## src/hdl/afir_pkg.sv

```systemverilog
`default_nettype none

package afir_pkg;

    // sample and coefficient format, signed Q1.15
    localparam int SAMPLE_W  = 16;
    localparam int COEF_W    = 16;
    // saturated magnitude, Q0.15
    localparam int MAG_W     = 15;
    // one product of coefficient and magnitude, and the full sum of four
    localparam int PROD_W    = 31;
    localparam int ACC_W     = 33;

    // coefficient register file
    localparam int COEF_NUM   = 4;
    localparam int COEF_IDX_W = 2;
    localparam int CFG_IDX_W  = 8;

    // window fill counter, saturates at three held samples
    localparam int FILL_W   = 2;
    localparam int FILL_MAX = 3;

    // default and upper bound of the tap count
    localparam int TAPS_DEF = 4;
    localparam int TAPS_MAX = 4;

    // stream word widths, padded to whole bytes
    localparam int S_TDATA_W = 16;
    localparam int M_TDATA_W = 40;

    typedef logic signed [COEF_W-1:0] coef_t;
    typedef logic        [MAG_W-1:0]  mag_t;
    typedef logic signed [PROD_W-1:0] prod_t;
    typedef logic signed [ACC_W-1:0]  acc_t;
    typedef logic        [FILL_W-1:0] fill_t;

    // magnitude of a Q1.15 sample, the most negative code saturates
    function automatic mag_t sat_abs(input logic signed [SAMPLE_W-1:0] x);
        logic [SAMPLE_W-1:0] m;
        m = x[SAMPLE_W-1] ? SAMPLE_W'(-x) : x;
        if (m[SAMPLE_W-1]) begin
            sat_abs = {MAG_W{1'b1}};
        end else begin
            sat_abs = m[MAG_W-1:0];
        end
    endfunction

endpackage

`default_nettype wire

```

## src/hdl/abs_fir_filter_4tap_top.sv

```systemverilog
// channel   dir  ports                          word
// s_        in   s_tvalid s_tready s_tdata      sample[15:0]; tuser frame_first,
//                s_tuser s_tlast                tlast frame_last
// m_        out  m_tvalid m_tready m_tdata      filtered[32:0], zeros [39:33];
//                m_tlast                        tlast end_of_frame
// cfg_      in   cfg_valid cfg_ready            cfg_index register number,
//                cfg_index cfg_data             cfg_data coefficient
//
// one sample per clock while s_tready is high, result valid on m_ once it has passed every stage
// the stages are window register, product register, sum/output register
// samples that fill the window advance history and fill count but make no result
// s_tready drops only while every stage holds a word and m_tready is low
// aresetn clears history, fill count, coefficients and all stage valids
`default_nettype none

module abs_fir_filter_4tap_top
    import afir_pkg::*;
#(
    parameter int TAPS = TAPS_DEF
) (
    input  wire                    aclk,
    input  wire                    aresetn,
    // input stream
    input  wire                    s_tvalid,
    output logic                   s_tready,
    input  wire  [S_TDATA_W-1:0]   s_tdata,   // [15:0] sample
    input  wire                    s_tuser,   // [0] frame_first
    input  wire                    s_tlast,
    // result stream
    output logic                   m_tvalid,
    input  wire                    m_tready,
    output logic [M_TDATA_W-1:0]   m_tdata,   // [32:0] filtered, [39:33] zero
    output logic                   m_tlast,
    // coefficient writes
    input  wire                    cfg_valid,
    output logic                   cfg_ready,
    input  wire  [CFG_IDX_W-1:0]   cfg_index,
    input  wire  [COEF_W-1:0]      cfg_data
);

    localparam int HIST_D = (TAPS > 1) ? TAPS - 1 : 1;

    // coefficients and sample history
    coef_t coef_reg [COEF_NUM];
    mag_t  hist_reg [HIST_D];
    fill_t fill_reg;
    fill_t fill_eff;
    fill_t fill_next;

    // pipeline registers
    logic  a_valid_reg;
    mag_t  a_win_reg [TAPS];
    logic  a_last_reg;
    logic  b_valid_reg;
    prod_t b_prod_reg [TAPS];
    logic  b_last_reg;
    logic  o_valid_reg;
    acc_t  o_sum_reg;
    logic  o_last_reg;

    logic  s_accept;
    logic  fire;
    mag_t  cur_mag;
    logic  o_ready;
    logic  b_move;
    logic  a_move;
    acc_t  sum_next;

    // flow control, each stage moves when the one after it has room
    assign o_ready  = !o_valid_reg || m_tready;
    assign b_move   = !b_valid_reg || o_ready;
    assign a_move   = !a_valid_reg || b_move;
    assign s_tready = a_move;
    assign s_accept = s_tvalid && s_tready;

    assign cfg_ready = 1'b1;

    // coefficient register file, writes past the last register are dropped
    always_ff @(posedge aclk) begin
        if (!aresetn) begin
            for (int i = 0; i < COEF_NUM; i++) begin
                coef_reg[i] <= '0;
            end
        end else if (cfg_valid && (cfg_index < CFG_IDX_W'(COEF_NUM))) begin
            coef_reg[cfg_index[COEF_IDX_W-1:0]] <= cfg_data;
        end
    end

    // window fill, first flag restarts it, last flag ends the frame
    assign cur_mag  = sat_abs(s_tdata[SAMPLE_W-1:0]);
    assign fill_eff = s_tuser ? '0 : fill_reg;
    assign fire     = (fill_eff >= FILL_W'(TAPS - 1));

    always_comb begin
        if (s_tlast) begin
            fill_next = '0;
        end else if (fill_eff < FILL_W'(FILL_MAX)) begin
            fill_next = fill_eff + FILL_W'(1);
        end else begin
            fill_next = fill_eff;
        end
    end

    // history shift and fill count
    always_ff @(posedge aclk) begin
        if (!aresetn) begin
            fill_reg <= '0;
            for (int i = 0; i < HIST_D; i++) begin
                hist_reg[i] <= '0;
            end
        end else if (s_accept) begin
            fill_reg    <= fill_next;
            hist_reg[0] <= cur_mag;
            for (int i = 1; i < HIST_D; i++) begin
                hist_reg[i] <= hist_reg[i-1];
            end
        end
    end

    // window stage, only words that make a result enter
    always_ff @(posedge aclk) begin
        if (!aresetn) begin
            a_valid_reg <= 1'b0;
        end else if (a_move) begin
            a_valid_reg <= s_accept && fire;
        end
    end

    always_ff @(posedge aclk) begin
        if (a_move) begin
            a_win_reg[0] <= cur_mag;
            for (int k = 1; k < TAPS; k++) begin
                a_win_reg[k] <= hist_reg[k-1];
            end
            a_last_reg <= s_tlast;
        end
    end

    // product stage, one multiplier per tap
    always_ff @(posedge aclk) begin
        if (!aresetn) begin
            b_valid_reg <= 1'b0;
        end else if (b_move) begin
            b_valid_reg <= a_valid_reg;
        end
    end

    always_ff @(posedge aclk) begin
        if (b_move) begin
            for (int k = 0; k < TAPS; k++) begin
                b_prod_reg[k] <= prod_t'(coef_reg[k]) *
                                 prod_t'($signed({1'b0, a_win_reg[k]}));
            end
            b_last_reg <= a_last_reg;
        end
    end

    // sum of the products
    always_comb begin
        sum_next = '0;
        for (int k = 0; k < TAPS; k++) begin
            sum_next = sum_next + ACC_W'(b_prod_reg[k]);
        end
    end

    // output register
    always_ff @(posedge aclk) begin
        if (!aresetn) begin
            o_valid_reg <= 1'b0;
        end else if (o_ready) begin
            o_valid_reg <= b_valid_reg;
        end
    end

    always_ff @(posedge aclk) begin
        if (o_ready) begin
            o_sum_reg  <= sum_next;
            o_last_reg <= b_last_reg;
        end
    end

    assign m_tvalid = o_valid_reg;
    assign m_tdata  = {{(M_TDATA_W-ACC_W){1'b0}}, o_sum_reg};
    assign m_tlast  = o_last_reg;

endmodule

`default_nettype wire

```

## config.mk

```make
export PLATFORM = sky130hd
export DESIGN_NAME = abs_fir_filter_4tap_top
export DESIGN_NICKNAME = d
export VERILOG_FILES = /design/src/hdl/afir_pkg.sv /design/src/hdl/abs_fir_filter_4tap_top.sv
export SDC_FILE = /design/constraint.sdc
export NUM_CORES = 2
export LEC_CHECK = 0
export BUFFER_PORTS_ARGS = -buffer_cell sky130_fd_sc_hd__buf_2
export CORE_MARGIN = 10
export CORE_UTILIZATION = 35
export CTS_BUF_LIST = sky130_fd_sc_hd__clkbuf_4
export CTS_CLUSTER_SIZE = 10
export DETAILED_ROUTE_END_ITERATION = 10
export PLACE_DENSITY = 0.5
export SYNTH_ARGS = -nofsm -noshare
export SYNTH_HDL_FRONTEND = slang
export SYNTH_SLANG_ARGS = --single-unit
```

## constraint.sdc

```tcl
create_clock -name aclk -period 9.05 [get_ports aclk]
set_clock_uncertainty 0.2 [all_clocks]
set_input_delay 0.4525 -clock aclk [delete_from_list [all_inputs] [get_ports aclk]]
set_output_delay 0.4525 -clock aclk [all_outputs]
set_load 0.05 [all_outputs]
```

== Word-level counts from Yosys, hierarchy flattened ==
Memories as Yosys holds them, arrays and structs flattened.
Cells that the tools add are included.

* Register bits after elaboration: 41
* RAM bits: 293
* Input port bits: 47
* Output and inout bits: 44
* Word-level logic and storage cells: 59
* Memories: 4

{| class="wikitable"
|+ Memory list
! memory !! depth !! bits a word !! rd ports !! clocked after memory_dff !! wr ports !! RTL line !! text
|-
| b_prod_reg || 4 || 31 || 4 || 0 || 4 || abs_fir_filter_4tap_top.sv:55 || <nowiki>prod_t b_prod_reg [TAPS];</nowiki>
|-
| coef_reg || 4 || 16 || 4 || 0 || 4 || abs_fir_filter_4tap_top.sv:44 || <nowiki>coef_t coef_reg [COEF_NUM];</nowiki>
|-
| a_win_reg || 4 || 15 || 4 || 0 || 4 || abs_fir_filter_4tap_top.sv:52 || <nowiki>mag_t a_win_reg [TAPS];</nowiki>
|-
| hist_reg || 3 || 15 || 3 || 0 || 3 || abs_fir_filter_4tap_top.sv:45 || <nowiki>mag_t hist_reg [HIST_D];</nowiki>
|}

* Add/subtract/negate cells: 5
* Multiply operators: 4
* Order comparisons: 3
* Muxes and demuxes: 22
* Bitwise operators: 3
* Reduce and logical (&&, ||, !) cells: 10

{| class="wikitable"
|+ Operator list
! operator !! count
|-
| multiplier 16 x 16 -> 31 bit || 4
|-
| 2-to-1 mux 15 bit || 4
|-
| adder 32 x 31 -> 33 bit || 1
|-
| adder 33 x 31 -> 33 bit || 1
|-
| adder 31 x 31 -> 32 bit || 1
|-
| 2-to-1 mux 16 bit || 2
|-
| negator 16 bit || 1
|-
| OR reduction 16 bit || 1
|-
| 2-to-1 mux 1 bit || 12
|-
| less-than comparator 8 x 3 -> 1 bit, second input constant || 1
|-
| 2-to-1 mux 2 bit || 4
|-
| logical AND 1 bit || 3
|-
| zero test 1 bit || 3
|-
| logical OR 1 bit || 3
|-
| bitwise OR 1 bit || 3
|-
| adder 2 x 1 -> 2 bit, second input constant || 1
|-
| greater-or-equal comparator 2 bit, second input constant || 1
|-
| less-than comparator 2 bit, second input constant || 1
|}

== Logic depth before layout (Yosys ltp) ==
* Depth in word-level cells: 9
* Mapped depth: 25

== Least setup slack after synthesis ==
No wires, ideal clock.

* Path kind: register to register
* Start: mem a_win_reg[2][7] (netlist name)
* End: mem b_prod_reg[2][29] (netlist name), data pin
* Arrival: 5.965 ns
* Slack: 2.628 ns
* Stages on the path, launching flop included: 24
* Path buffers: 1
* Cells stage by stage: edfxtp_1 clkbuf_1 nand2_1 fa_1 inv_1 fa_1 inv_1 fa_1 inv_1 fa_1 fa_1 inv_1 fa_1 inv_1 ha_1 a21o_1 a21o_1 a21oi_1 o22a_1 a41oi_1 a2111oi_0 o21bai_1 a21oi_1 xnor2_1

{| class="wikitable"
|+ RTL lines
! element !! RTL line
|-
| start: declaration || abs_fir_filter_4tap_top.sv:52
|-
| end: declaration || abs_fir_filter_4tap_top.sv:55
|}

==> reports/qor.yml <==
nNetsFinal: 6471
fin_hold_ws_ns: 0.113
synth_edf_count: 329
antenna_found_initial: 18
crit_arrival_ns: 7.88
timing.slew.headroom: 0.204
r2r_end: "b_prod_reg[2][29]$_DFFE_PP_"
yosys_register_bits: 334
max_freq_mhz: 134
dr.first_iter.drc_count: 2085
drive_above_1_share: 0.0518
wl_met3_um: 7470
wl_per_cell_um: 20.0
post-route-period-util: 0.822
setup_ws_ns: 1.61
rrSetupSlack_ns: 1.61
avgSynthCellArea_um2: 10.3
synthMuxAreaShare: 0.000420
vias: 33400
utilization: 0.381
fp-row-count: 139
maxCapViolations: 0
synth_compound_area_frac: 0.0477
setup_violations: 0
cp-start-kind: "flop"
grt_pass1_wl_um: 224000
cts_max_level: 3
yosys_warnings: 0
clk_latency_ns: 0.99
cts_tree: "built"
reg2reg_from: "a_win_reg[2][7]$_DFFE_PN_"
path_max_fanout: 16
cts_setup_buffers: 0
postRouteAntennaNets: 0
crit_type: "reg2reg"
rsz0062_at_grt: "false"
track_usage: 0.180
status: "completed"
endpoint: "b_prod_reg[2][29]$_DFFE_PP_"
drt-met1-wl_um: 64700
highest_layer: "met5"
num_io_pins: 91
finalHoldViolations: 0
grt_pass1_vias: 36300
dp_slack_ns: 1.57
synth_xor_area_frac: 0.0301
core_um2: 144000
synthArstFlopShare: 0
grt_max_degree: 69
cp-startpoint: "a_win_reg[2][7]$_DFFE_PN_"
met2_length_um: 66300
ys_seq_area_frac: 0.197
dp_hpwl_um: 114000
gp_congestion: 0.850
synthCells: 4944
die-height_um: 401
overflow: 0
ys_types: 65
critPathRequiredTime_ns: 9.50
cts.path.max_buffers: 3
finalWorstPathRequiredPeriod_ns: 7.44
netlist_area_um2: 50700
slew_viol_final: 0
initial_core_util: 0.353
synth_fa_ha_area_frac: 0.492
reg2reg_depth: 22
yosys.area_share.simple: 0.135
synth_top_family_by_area: "adder cells"
cts-root-buf: "clkbuf_4"
vias_per_cell: 4.75
wl_um: 141000
min_path_type: "in2reg"
end_kind: "flop"
die_area_um2: 160000
synthFlopType: "edfxtp_1"
tightest_slew_ns: 1.18
area_growth_pct: 8.20
clkTransAtPathRegs_ns: 0.07
fillers: 14400
die_x_um: 401
drcViolationCount: 0
numCtsBuffers: 97
clock_sinks: 334
port_buffers: 82
drtPass1Iterations: 5
fin_tns_setup_ns: 0
largest_register_ffs: 124
==> what timing repair did <==
action                                 CTS  global route
resized for setup                        0             0
endpoints found under the hold margin  116             0
hold buffers                            56             0
==> area by class of cell <==
cell class,instances,area [um^2],area share
Clock inverter,36,208,0.00379
Sequential cell,334,9980,0.182
Multi-Input combinational cell,3303,35800,0.653
Antenna cell,13,32.5,0.000593
Inverter,1161,4360,0.0794
Timing Repair Buffer,151,1070,0.0195
Tap cell,1903,2380,0.0434
Clock buffer,134,1010,0.0183
==> stage by stage <==
step	instance area (um^2)	cells
final	54900	7035
after floorplan	50700	4950
after detailed placement	53100	6796
after global placement	53100	6796
after global routing	54900	7031
after CTS	54800	7022
==> metal layers <==
metal,GRT usage,vias up
li1,-,15200
met1,0.254,17300
met2,0.295,759
met3,0.0266,130
met4,0.0349,2
met5,0,-
==> how the worst min path moves through the flow <==
stage | from | end | slack [ns] | cells past startpoint
after floorplan | hist_reg[0][30]$_SDFFCE_PN0P_ | a_win_reg[3][0]$_DFFE_PN_ | 0.20 | 0
after global placement | hist_reg[0][40]$_SDFFCE_PN0P_ | a_win_reg[3][10]$_DFFE_PN_ | 0.20 | 0
after detailed placement | hist_reg[0][40]$_SDFFCE_PN0P_ | a_win_reg[3][10]$_DFFE_PN_ | 0.20 | 0
after CTS | s_tlast | fill_reg[0]$_SDFFE_PN0P_ | 0.03 | 3
after global routing | s_tlast | fill_reg[0]$_SDFFE_PN0P_ | 0.05 | 3
final | s_tlast | fill_reg[0]$_SDFFE_PN0P_ | 0.11 | 3
==> cell usage after synthesis (50+ instances only) <==
cell type / n / area (um^2)
and2_1: 567 / 3550
a21o_1: 50 / 375
clkbuf_1: 141 / 529
edfxtp_1: 329 / 9880
a21oi_1: 124 / 621
nor2_1: 81 / 304
nand2_1: 576 / 2160
xnor2_1: 138 / 1210
inv_1: 1161 / 4360
ha_1: 349 / 4370
o21ai_0: 76 / 380
fa_1: 1027 / 20600
==> layout by cell type, fill, tap and decap left out, types with 12 or more instances in the layout <==
master / synthesis / routed
nor3_1: 24 / 24
a31oi_1: 12 / 12
nand3_1: 27 / 26
a21o_1: 50 / 50
buf_4: 8 / 13
dlygate4sd3_1: 0 / 56
buf_2: 2 / 82
inv_1: 1161 / 1160
nor2_1: 81 / 80
clkinv_1: 0 / 21
a211oi_1: 17 / 17
o21ai_0: 76 / 75
and2_1: 567 / 567
o21a_1: 22 / 22
clkbuf_4: 0 / 134
edfxtp_1: 329 / 329
nor2b_1: 13 / 13
a21oi_1: 124 / 124
and3_1: 12 / 12
fa_1: 1027 / 1027
xnor2_1: 138 / 138
ha_1: 349 / 349
nand2b_1: 20 / 20
xor2_1: 36 / 36
nand2_1: 576 / 574
diode_2: 0 / 13
o21bai_1: 17 / 17
==> kinds of logic (layout without fill, tap and decap cells) <==
family | after synthesis | count (layout)
compound gates | 379 | 379
xor+xnor | 174 | 174
fa+ha+maj | 1376 | 1376
buf+inv | 1313 | 1482
flops | 334 | 334
mux | 2 | 2
other cells | 2 | 21
simple gates | 1364 | 1364
==> worst max-delay path: stages, from the launching register on <==
cell       delay [ns]
edfxtp_1         0.83
nand2_1          0.17
fa_1             0.57
inv_1            0.05
fa_1             0.50
inv_1            0.06
fa_1             0.54
inv_1            0.06
fa_1             0.47
fa_1             0.50
inv_1            0.05
fa_1             0.48
inv_1            0.04
ha_1             0.34
a21o_1           0.18
a21o_1           0.19
a21oi_1          0.25
o22a_1           0.23
a41oi_1          0.23
a2111oi_0        0.70
o21bai_1         0.16
a21oi_1          0.19
xnor2_1          0.11
Power is left out: the tool's default activity adds up to more than one toggle a clock period on the data nets, which glitch-free logic cannot reach.
